`config.mk`:
```
export PLATFORM = sky130hd
export DESIGN_NAME = motor_bump_profile_pwm
export DESIGN_NICKNAME = d
export VERILOG_FILES = /design/src/design/mbp_pkg.sv /design/src/design/mbp_bump_unit.sv /design/src/design/motor_bump_profile_pwm.sv
export SDC_FILE = /design/constraint.sdc
export NUM_CORES = 1
export LEC_CHECK = 0
export ABC_AREA = 1
export BUFFER_PORTS_ARGS = -buffer_cell sky130_fd_sc_hd__buf_4
export CAP_MARGIN = 25
export CORE_ASPECT_RATIO = 1.2
export CORE_UTILIZATION = 49
export CTS_BUF_LIST = sky130_fd_sc_hd__clkbuf_16
export DETAILED_ROUTE_END_ITERATION = 10
export GPL_ROUTABILITY_DRIVEN = 0
export MAX_ROUTING_LAYER = met4
export PLACE_DENSITY = 0.66
export REMOVE_ABC_BUFFERS = 1
export SLEW_MARGIN = 20
export SYNTH_ARGS = -nofsm -noshare
export SYNTH_HDL_FRONTEND = slang
export SYNTH_HIERARCHICAL = 1
export SYNTH_SLANG_ARGS = --single-unit
export TNS_END_PERCENT = 5
```
`constraint.sdc`:
```
create_clock -name clk -period 7.2 [get_ports clk]
set_input_delay 0.36 -clock clk [delete_from_list [all_inputs] [get_ports clk]]
set_output_delay 0.36 -clock clk [all_outputs]
set_load 0.1 [all_outputs]
```
`src/design/mbp_pkg.sv`:
```
// ----------------------------------------------------------------------------
// mbp_pkg: shared types and constants for the motor bump profile PWM block
// Holds the transaction payloads, command and mode codes, the sequencer state
// types and the fixed-point constants of the bump profile arithmetic.
// ----------------------------------------------------------------------------
`timescale 1ns / 1ps

package mbp_pkg;

  // Field widths.
  localparam int TimeW  = 32;
  localparam int DurW   = 16;
  localparam int StepW  = 8;
  localparam int DutyW  = 8;
  localparam int LevelW = 9;
  localparam int DataW  = 32;
  localparam int PaddrW = 3;
  localparam int RegSel = 2;

  // Iteration counter covers one bit of the quotient or multiplier per cycle.
  localparam int CntW = $clog2(DurW);

  // Square of the folded fraction and the shared adder width.
  localparam int SqW        = 2 * DurW;
  localparam int AluW       = 53;
  localparam int ScaleShift = 8;
  localparam int DutyLsb    = 44;

  localparam logic [DurW-1:0]  HalfFrac   = 16'd32768;
  localparam logic [DurW-1:0]  WeightBase = 16'd49152;
  localparam logic [DurW-1:0]  DurReset   = 16'd2000;
  localparam logic [StepW-1:0] StepReset  = 8'd5;

  typedef enum logic [2:0] {
    CMD_TICK       = 3'd0,
    CMD_START_UP   = 3'd1,
    CMD_START_DOWN = 3'd2,
    CMD_STOP       = 3'd3,
    CMD_SWAP       = 3'd4
  } command_t;

  typedef enum logic [1:0] {
    MODE_STOP = 2'd0,
    MODE_UP   = 2'd1,
    MODE_DOWN = 2'd2
  } mode_t;

  typedef enum logic {
    REG_DURATION = 1'b0,
    REG_STEP     = 1'b1
  } reg_index_t;

  typedef enum logic [1:0] {
    ST_IDLE,
    ST_EVAL,
    ST_BUMP,
    ST_LOAD
  } ctrl_state_t;

  typedef enum logic [2:0] {
    BP_IDLE,
    BP_DIV,
    BP_PREP,
    BP_SQ,
    BP_MUL,
    BP_SCALE
  } bump_phase_t;

  typedef struct packed {
    command_t         command;
    logic [TimeW-1:0] now_ms;
  } cmd_item_t;

  typedef struct packed {
    logic [DutyW-1:0] duty;
    logic             direction_level;
    mode_t            motion_state;
  } res_item_t;

  typedef struct packed {
    logic            start;
    logic [DurW-1:0] elapsed;
    logic [DurW-1:0] duration;
  } bump_req_t;

  typedef struct packed {
    logic             done;
    logic [DutyW-1:0] duty;
  } bump_rsp_t;

endpackage

```
`src/design/mbp_bump_unit.sv`:
```
// ----------------------------------------------------------------------------
// mbp_bump_unit: iterative bump profile duty calculator
// Divides the elapsed time by the duration, folds the fraction about its
// midpoint and forms the cubic bump, all through one shared adder.
// ----------------------------------------------------------------------------
`timescale 1ns / 1ps

module mbp_bump_unit
  import mbp_pkg::*;
(
  input  logic      clk,
  input  logic      rst,
  input  bump_req_t req,
  output bump_rsp_t rsp
);

  bump_phase_t phase;
  bump_phase_t phase_next;

  logic [DurW-1:0]  divisor;
  logic [DurW-1:0]  rem;
  logic [DurW-1:0]  quo;
  logic [DurW-1:0]  u;
  logic [DurW-1:0]  wp;
  logic [DurW-1:0]  mreg;
  logic [SqW-1:0]   sq;
  logic [AluW-1:0]  acc;
  logic [CntW-1:0]  cnt;
  logic [DutyW-1:0] duty;
  logic             done;

  logic [AluW-1:0]  alu_a;
  logic [AluW-1:0]  alu_b;
  logic             alu_sub;
  logic [AluW:0]    alu_sum;
  logic             no_borrow;
  logic [DurW-1:0]  u_fold;
  logic             last_step;

  // The one adder that every working phase shares; the top bit is the carry, which
  // on a subtraction means no borrow.
  assign alu_sum   = {1'b0, alu_a} + {1'b0, (alu_sub ? ~alu_b : alu_b)}
                   + (AluW + 1)'(alu_sub);
  assign no_borrow = alu_sum[AluW];
  assign last_step = (cnt == CntW'(DurW - 1));
  assign u_fold    = (quo <= HalfFrac) ? quo : (~quo + 16'd1);

  always_comb begin
    alu_a   = '0;
    alu_b   = '0;
    alu_sub = 1'b0;
    case (phase)
      BP_DIV: begin
        alu_a   = AluW'({rem, 1'b0});
        alu_b   = AluW'(divisor);
        alu_sub = 1'b1;
      end
      BP_PREP: begin
        alu_a   = AluW'(WeightBase);
        alu_b   = AluW'(u_fold);
        alu_sub = 1'b1;
      end
      BP_SQ: begin
        alu_a = {acc[AluW-2:0], 1'b0};
        alu_b = mreg[DurW-1] ? AluW'(u) : '0;
      end
      BP_MUL: begin
        alu_a = {acc[AluW-2:0], 1'b0};
        alu_b = mreg[DurW-1] ? AluW'(sq) : '0;
      end
      BP_SCALE: begin
        alu_a   = {acc[AluW-ScaleShift-1:0], {ScaleShift{1'b0}}};
        alu_b   = acc;
        alu_sub = 1'b1;
      end
      default: begin
      end
    endcase
  end

  always_comb begin
    phase_next = phase;
    unique case (phase)
      BP_IDLE:  if (req.start) phase_next = BP_DIV;
      BP_DIV:   if (last_step) phase_next = BP_PREP;
      BP_PREP:  phase_next = BP_SQ;
      BP_SQ:    if (last_step) phase_next = BP_MUL;
      BP_MUL:   if (last_step) phase_next = BP_SCALE;
      BP_SCALE: phase_next = BP_IDLE;
      default:  phase_next = BP_IDLE;
    endcase
  end

  always_ff @(posedge clk) begin
    if (rst) begin
      phase <= BP_IDLE;
      done  <= 1'b0;
    end else begin
      phase <= phase_next;
      done  <= (phase == BP_SCALE);
    end
  end

  always_ff @(posedge clk) begin
    case (phase)
      BP_IDLE: begin
        if (req.start) begin
          rem     <= req.elapsed;
          divisor <= req.duration;
          quo     <= '0;
          cnt     <= '0;
        end
      end
      BP_DIV: begin
        rem <= no_borrow ? alu_sum[DurW-1:0] : {rem[DurW-2:0], 1'b0};
        quo <= {quo[DurW-2:0], no_borrow};
        cnt <= cnt + 1'b1;
      end
      BP_PREP: begin
        u    <= u_fold;
        wp   <= alu_sum[DurW-1:0];
        mreg <= u_fold;
        acc  <= '0;
        cnt  <= '0;
      end
      BP_SQ: begin
        cnt <= cnt + 1'b1;
        if (last_step) begin
          sq   <= alu_sum[SqW-1:0];
          acc  <= '0;
          mreg <= wp;
        end else begin
          acc  <= alu_sum[AluW-1:0];
          mreg <= {mreg[DurW-2:0], 1'b0};
        end
      end
      BP_MUL: begin
        acc  <= alu_sum[AluW-1:0];
        mreg <= {mreg[DurW-2:0], 1'b0};
        cnt  <= cnt + 1'b1;
      end
      BP_SCALE: begin
        duty <= alu_sum[DutyLsb +: DutyW];
      end
      default: begin
      end
    endcase
  end

  assign rsp.done = done;
  assign rsp.duty = duty;

endmodule

```
`src/design/motor_bump_profile_pwm.sv`:
```
// ----------------------------------------------------------------------------
// motor_bump_profile_pwm: bump motion profile PWM generator
// A moving tick within the profile runs through the divide, fold and two
// multiplies of the bump unit before its result is offered; every other command
// goes from evaluation straight to the load state. One command transaction is
// worked on at a time; the next is taken only once the sequencer is idle again.
// Reset (synchronous, active high) stops the motor, clears duty, direction and
// start time, and restores a 2000 ms duration and a ramp step of 5.
// ----------------------------------------------------------------------------
`timescale 1ns / 1ps

module motor_bump_profile_pwm
  import mbp_pkg::*;
(
  input  logic              clk,
  input  logic              rst,
  input  logic              cmd_valid,
  output logic              cmd_stall,
  input  cmd_item_t         cmd,
  output logic              res_valid,
  input  logic              res_stall,
  output res_item_t         res,
  input  logic              psel,
  input  logic              penable,
  input  logic              pwrite,
  input  logic [PaddrW-1:0] paddr,
  input  logic [DataW-1:0]  pwdata,
  output logic [DataW-1:0]  prdata,
  output logic              pready
);

  // Configuration registers.
  logic [DurW-1:0]  move_duration_ms;
  logic [StepW-1:0] stop_ramp_step;

  // Sequencer and the command held while it is worked on.
  ctrl_state_t state;
  ctrl_state_t state_next;
  cmd_item_t   item;

  // Motor state.
  mode_t              mode;
  logic [TimeW-1:0]   start_stamp;
  logic signed [LevelW-1:0] duty_level;
  logic               dir_level;

  logic [TimeW-1:0] elapsed;
  logic             in_profile;
  logic             moving;
  logic             bump_go;
  logic             bump_start;
  logic             res_load;
  logic             cfg_write;
  reg_index_t       cfg_index;
  logic [DutyW-1:0] duty_shown;

  bump_req_t bump_req;
  bump_rsp_t bump_rsp;

  // --------------------------------------------------------------------------
  // Configuration port. Writes complete in the access phase; pready is tied
  // high, so there are no wait states. Only the register select bit of the
  // byte address is decoded.
  // --------------------------------------------------------------------------
  assign pready    = 1'b1;
  assign cfg_write = psel && penable && pwrite;
  assign cfg_index = reg_index_t'(paddr[RegSel]);

  always_ff @(posedge clk) begin
    if (rst) begin
      move_duration_ms <= DurReset;
      stop_ramp_step   <= StepReset;
    end else if (cfg_write) begin
      unique case (cfg_index)
        REG_DURATION: move_duration_ms <= pwdata[DurW-1:0];
        REG_STEP:     stop_ramp_step   <= pwdata[StepW-1:0];
      endcase
    end
  end

  always_comb begin
    unique case (cfg_index)
      REG_DURATION: prdata = DataW'(move_duration_ms);
      REG_STEP:     prdata = DataW'(stop_ramp_step);
    endcase
  end

  // --------------------------------------------------------------------------
  // Command evaluation. The elapsed time is taken modulo 2^32, so the
  // millisecond counter may wrap during a movement. Once it reaches the
  // duration the movement ends with zero duty; a zero duration therefore ends
  // the movement at the first tick.
  // --------------------------------------------------------------------------
  assign elapsed    = item.now_ms - start_stamp;
  assign in_profile = elapsed < TimeW'(move_duration_ms);
  assign moving     = (mode == MODE_UP) || (mode == MODE_DOWN);
  assign bump_go    = (item.command == CMD_TICK) && moving && in_profile;

  // Within the profile the elapsed time is below a 16-bit duration, so its
  // low half carries all of it.
  assign bump_req.start    = bump_start;
  assign bump_req.elapsed  = elapsed[DurW-1:0];
  assign bump_req.duration = move_duration_ms;

  mbp_bump_unit u_bump (
    .clk (clk),
    .rst (rst),
    .req (bump_req),
    .rsp (bump_rsp)
  );

  // --------------------------------------------------------------------------
  // Sequencer. A command transaction is taken only in idle. The result is
  // parked in the output register, so a new command may be accepted while
  // the previous result is still stalled; the sequencer then waits in the
  // load state until the output register is free.
  // --------------------------------------------------------------------------
  always_ff @(posedge clk) begin
    if (rst) begin
      state <= ST_IDLE;
    end else begin
      state <= state_next;
    end
  end

  always_comb begin
    state_next = state;
    cmd_stall  = 1'b1;
    bump_start = 1'b0;
    res_load   = 1'b0;
    unique case (state)
      ST_IDLE: begin
        cmd_stall = 1'b0;
        if (cmd_valid) state_next = ST_EVAL;
      end
      ST_EVAL: begin
        if (bump_go) begin
          bump_start = 1'b1;
          state_next = ST_BUMP;
        end else begin
          state_next = ST_LOAD;
        end
      end
      ST_BUMP: begin
        if (bump_rsp.done) state_next = ST_LOAD;
      end
      ST_LOAD: begin
        if (!res_valid || !res_stall) begin
          res_load   = 1'b1;
          state_next = ST_IDLE;
        end
      end
      default: state_next = ST_IDLE;
    endcase
  end

  always_ff @(posedge clk) begin
    if (state == ST_IDLE && cmd_valid) begin
      item <= cmd;
    end
  end

  // --------------------------------------------------------------------------
  // Motor state update. Start commands are ignored when the block is already
  // moving that way. Swap exchanges up and down but leaves the direction pin
  // and the start time alone, and does nothing while stopped. A stopped tick
  // ramps a positive duty down by the step, which may overshoot to as low as
  // -254, and walks a negative duty back up by one.
  // --------------------------------------------------------------------------
  always_ff @(posedge clk) begin
    if (rst) begin
      mode        <= MODE_STOP;
      start_stamp <= '0;
      duty_level  <= '0;
      dir_level   <= 1'b0;
    end else begin
      if (state == ST_EVAL) begin
        case (item.command)
          CMD_TICK: begin
            if (moving) begin
              if (!in_profile) begin
                duty_level <= '0;
                mode       <= MODE_STOP;
              end
            end else if (duty_level > 9'sd0) begin
              duty_level <= duty_level - $signed({1'b0, stop_ramp_step});
            end else if (duty_level < 9'sd0) begin
              duty_level <= duty_level + 9'sd1;
            end
          end
          CMD_START_UP: begin
            if (mode != MODE_UP) begin
              dir_level   <= 1'b0;
              mode        <= MODE_UP;
              start_stamp <= item.now_ms;
            end
          end
          CMD_START_DOWN: begin
            if (mode != MODE_DOWN) begin
              dir_level   <= 1'b1;
              mode        <= MODE_DOWN;
              start_stamp <= item.now_ms;
            end
          end
          CMD_STOP: begin
            mode <= MODE_STOP;
          end
          CMD_SWAP: begin
            if (mode == MODE_UP) begin
              mode <= MODE_DOWN;
            end else if (mode == MODE_DOWN) begin
              mode <= MODE_UP;
            end
          end
          default: begin
          end
        endcase
      end
      if (state == ST_BUMP && bump_rsp.done) begin
        duty_level <= $signed({1'b0, bump_rsp.duty});
      end
    end
  end

  // --------------------------------------------------------------------------
  // Output register. A negative internal duty is shown as zero.
  // --------------------------------------------------------------------------
  assign duty_shown = (duty_level > 9'sd0) ? duty_level[DutyW-1:0] : '0;

  always_ff @(posedge clk) begin
    if (rst) begin
      res_valid <= 1'b0;
    end else if (res_load) begin
      res_valid <= 1'b1;
    end else if (!res_stall) begin
      res_valid <= 1'b0;
    end
  end

  always_ff @(posedge clk) begin
    if (res_load) begin
      res.duty            <= duty_shown;
      res.direction_level <= dir_level;
      res.motion_state    <= mode;
    end
  end

  // --------------------------------------------------------------------------
  // Assertions.
  // --------------------------------------------------------------------------
  a_done_in_bump : assert property (@(posedge clk) disable iff (rst)
    bump_rsp.done |-> state == ST_BUMP)
    else $error("bump unit finished outside the bump wait state");

  a_accept_to_eval : assert property (@(posedge clk) disable iff (rst)
    (cmd_valid && !cmd_stall) |=> state == ST_EVAL)
    else $error("accepted command was not evaluated next cycle");

  a_duty_floor : assert property (@(posedge clk) disable iff (rst)
    duty_level >= -9'sd254)
    else $error("internal duty ramped below its floor");

  a_overrun_stops : assert property (@(posedge clk) disable iff (rst)
    (state == ST_EVAL && item.command == CMD_TICK && moving && !in_profile)
    |=> (mode == MODE_STOP && duty_level == 9'sd0))
    else $error("movement past its duration did not stop with zero duty");

endmodule

```
==> impl_results.md <==
- Vias in the first global route: 19700
- Ys flop type: edfxtp_1
- Cell-internal power: 4.75 mW
- Worst setup endpoint: u_bump/rem[15]
- Sequential area share after synthesis: 39.7%
- Critical path arrival: between 5 and 6 ns
- TritonCTS Buffers: 35
- Die area: around 45000 um2
- DR vias: approximately 20000
- H-tree levels: 2
- Reg-to-reg endpoint: u_bump/rem[15]
- Maximum clock rate: 0.199 GHz
- Worst skew pair latency: 0.57 ns
- Worst reg2reg startpoint: u_bump/phase[2]
- Cts repair resizes: 0
- Final ANT Viol Nets: 0
- Most frequent cells in the layout: nand2_1, inv_1, nor2_1, edfxtp_1, a21oi_1
- Final period util: roughly 70%
- Placed cells: 3651
- Switching power: about 3.9 mW
- First-pass GRT wire length: 102000 um
- Sequential share of power: between 30% and 40%
- Tot GR Track Use: 29.4%
- Die X: 195 um
- Post-Layout Cell Count: around 3800
- Maximum fanout along the worst path: 24
- Post-layout minimum cycle time: between 5 and 6 ns
- Hold slack: roughly 0.044 ns
- CTS Hold Bufs: 37
- Share of flip-flops with an asynchronous set or reset: 0%
- Pre-antenna DRT Iters: 6
- DRT iter0 DRCs: 1794
- Final setup margin: roughly 2.2 ns
- Initial antenna violation count: 0
- Ports: ~120
- Synth unique cells: 54
- Setup TNS: 0 ns
- Synth warnings: 6
- R2R cell count: 21
- Syn Std Cell Area: around 22000 um2
- Fillcell total: roughly 4200
- Area Growth Syn to Fin: 11.9%
- Syn_area_per_cell: a little over 7 um2
- Post-layout nets: between 3000 and 4000
- Crit. Startpoint: u_bump/phase[2]
- VDD IR max: 279 uV
- CTS Buffer Depth: 3
- Status: completed
- Routed wire length per instance: 17.1 um
- Hold crit path type: in2reg
- Setup slack, reg-to-reg: roughly 2.2 ns
- Post-synth EDFFs: between 200 and 250
- Pins Over Slew Limit: 0
- Die Span Y: ~230 um
- Largest net degree at the start of global routing: 67
- Initial Util: around half
- Sw Ratio: around 45%
- Post-layout util: 55.7%
- Reg clk slew, reported paths: around 0.060 ns
- Sink Count: roughly 310
- Via density: 5.42
- Diode count: 0
- Final hold viol count: 0
- CTS tree: yes
- DRC violations left: 0
- Row count: 84
- Place WS: ~2.3 ns
- Post-Syn Instances: 3061
- Critical path type: reg2reg
- Slew @ Worst Pin: approximately 0.96 ns
- RSZ-0062 raised after global routing: false
- Comb pwr share: approximately 49%
- Clock root buffer: clkbuf_16
- GR Overflow Total: 0
- Final Routed Wirelength: approximately 64000 um
- Core Region: roughly 44000 um2
- Pwr/cell area: ~350 nW/um2
- Dpl hpwl: about 49000 um
- Final setup skew: 0.0327 ns
- Fraction of layout cells with a size suffix above 1: 6.70%
- #FFs+latches synth: approximately 310
- I/O Buffers: 87
- Max cap viols: 0
- Crit path capture type: register
- Clock group share of total power: 19.7%
- Crit start category: register
- Leakage: roughly 12 nW
- Required @ worst endpoint: approximately 7.5 ns
- Most common cell after layout, fill and taps aside: nand2_1
- Post-CTS setup buffer count: 0
- Slew Limit Headroom: approximately 36%
- Final setup viols: 0
[synth_stat cells (all sizes together) (6+ instances only)]
cell | count | share of area, %
clkbuf | 39 | 0.67
nor2 | 349 | 6.1
and2 | 12 | 0.34
ha | 117 | 6.7
xor2 | 44 | 1.8
edfxtp | 239 | 33
xnor2 | 13 | 0.52
nand3b | 12 | 0.41
a21oi | 205 | 4.7
o21ai | 159 | 3.7
nor3 | 25 | 0.70
buf | 53 | 1.5
o22ai | 39 | 1.1
nand2 | 882 | 15
inv | 522 | 9.0
o21bai | 13 | 0.46
nand4 | 32 | 0.92
nand3 | 180 | 4.5
dfxtp | 75 | 6.9
a211oi | 6 | 0.21
[kinds of logic after synthesis]
family	count (synthesis)	synth area share (%)
xor+xnor	57	2.28
buf+inv	615	11.1
fa+ha+maj	120	6.97
other cells	2	0.0344
compound gates	452	11.4
flops	314	39.7
simple gates	1501	28.5
[state kept, by name, summed over array words and instances, names as in the netlist]
signal / flops
stop_ramp_step: 8
u_bump/divisor: 16
u_bump/rem: 16
state: 2
u_bump/done: 1
move_duration_ms: 16
duty_level: 9
mode: 2
u_bump/phase: 3
start_stamp: 32
u_bump/mreg: 16
item: 35
res_valid: 1
u_bump/cnt: 4
res: 11
u_bump/u: 16
dir_level: 1
u_bump/quo: 16
u_bump/wp: 16
u_bump/acc: 53
u_bump/duty: 8
u_bump/sq: 32
[final cells by class]
type                    instances  area, um2  area share, %
multi-input cells            2147      10800           44.3
repair buffers                145       1210           4.96
well taps                     559        699           2.86
inverters                     523       1960           8.03
clock buffers                  36        901           3.68
clock inverters                28        175          0.716
flip-flops and latches        314       8680           35.5
[routing by layer]
metal | vias up | GRT usage (%) | wire [um]
met5 | - | - | 0
met1 | 9342 | 32.4 | 25200
li1 | 10000 | - | -
met3 | 205 | 4.07 | 3660
met2 | 729 | 51.9 | 31800
met4 | 0 | 15.0 | 3390
[worst min path at each step]
stage | slack [ns] | start | to | cells past startpoint
floorplan | 0.40 | dir_level | res[2] | 0
global placement | 0.41 | move_duration_ms[10] | u_bump/divisor[10] | 0
detailed placement | 0.42 | move_duration_ms[9] | u_bump/divisor[9] | 0
CTS | 0.02 | pwdata[6] | move_duration_ms[6] | 3
global route | 0.05 | pwdata[0] | move_duration_ms[0] | 3
finish | 0.04 | pwdata[6] | move_duration_ms[6] | 3
[power by group through the flow]
stage / sequential, mW / clock [mW] / combinational [mW]
2_1_floorplan: 2.74 / 0 / 2.91
3_3_place_gp: 2.70 / 0 / 4.11
3_5_place_dp: 2.71 / 0 / 4.20
4_1_cts: 2.67 / 1.75 / 4.24
5_1_grt: 2.71 / 1.81 / 4.73
6_report: 2.67 / 1.71 / 4.28
[per-stage QoR]
stage | area [um2] | power (mW)
after floorplan | 21400 | 5.65
after global placement | 23000 | 6.80
after detailed placement | 23000 | 6.91
after CTS | 24500 | 8.66
after global routing | 24500 | 9.25
final | 24500 | 8.66
[worst max-delay path, cell delays in order, from the launching register on]
cell and delay (ns):
dfxtp_1 0.48, inv_2 0.13, nand3_1 0.09, buf_4 0.31
inv_1 0.16, nor2_4 0.56, inv_1 0.50, a21oi_1 0.25
nand3_1 0.11, ha_1 0.37, nand2_1 0.12, nand2_1 0.07
nand2_1 0.06, nand2_1 0.08, a21oi_1 0.22, nand3_2 0.17
nand2_2 0.35, nand3_4 0.31, nand2_2 0.25, nand2_1 0.07
nand2_1 0.06, nand2_1 0.05
(Power assumes the default switching activity.)
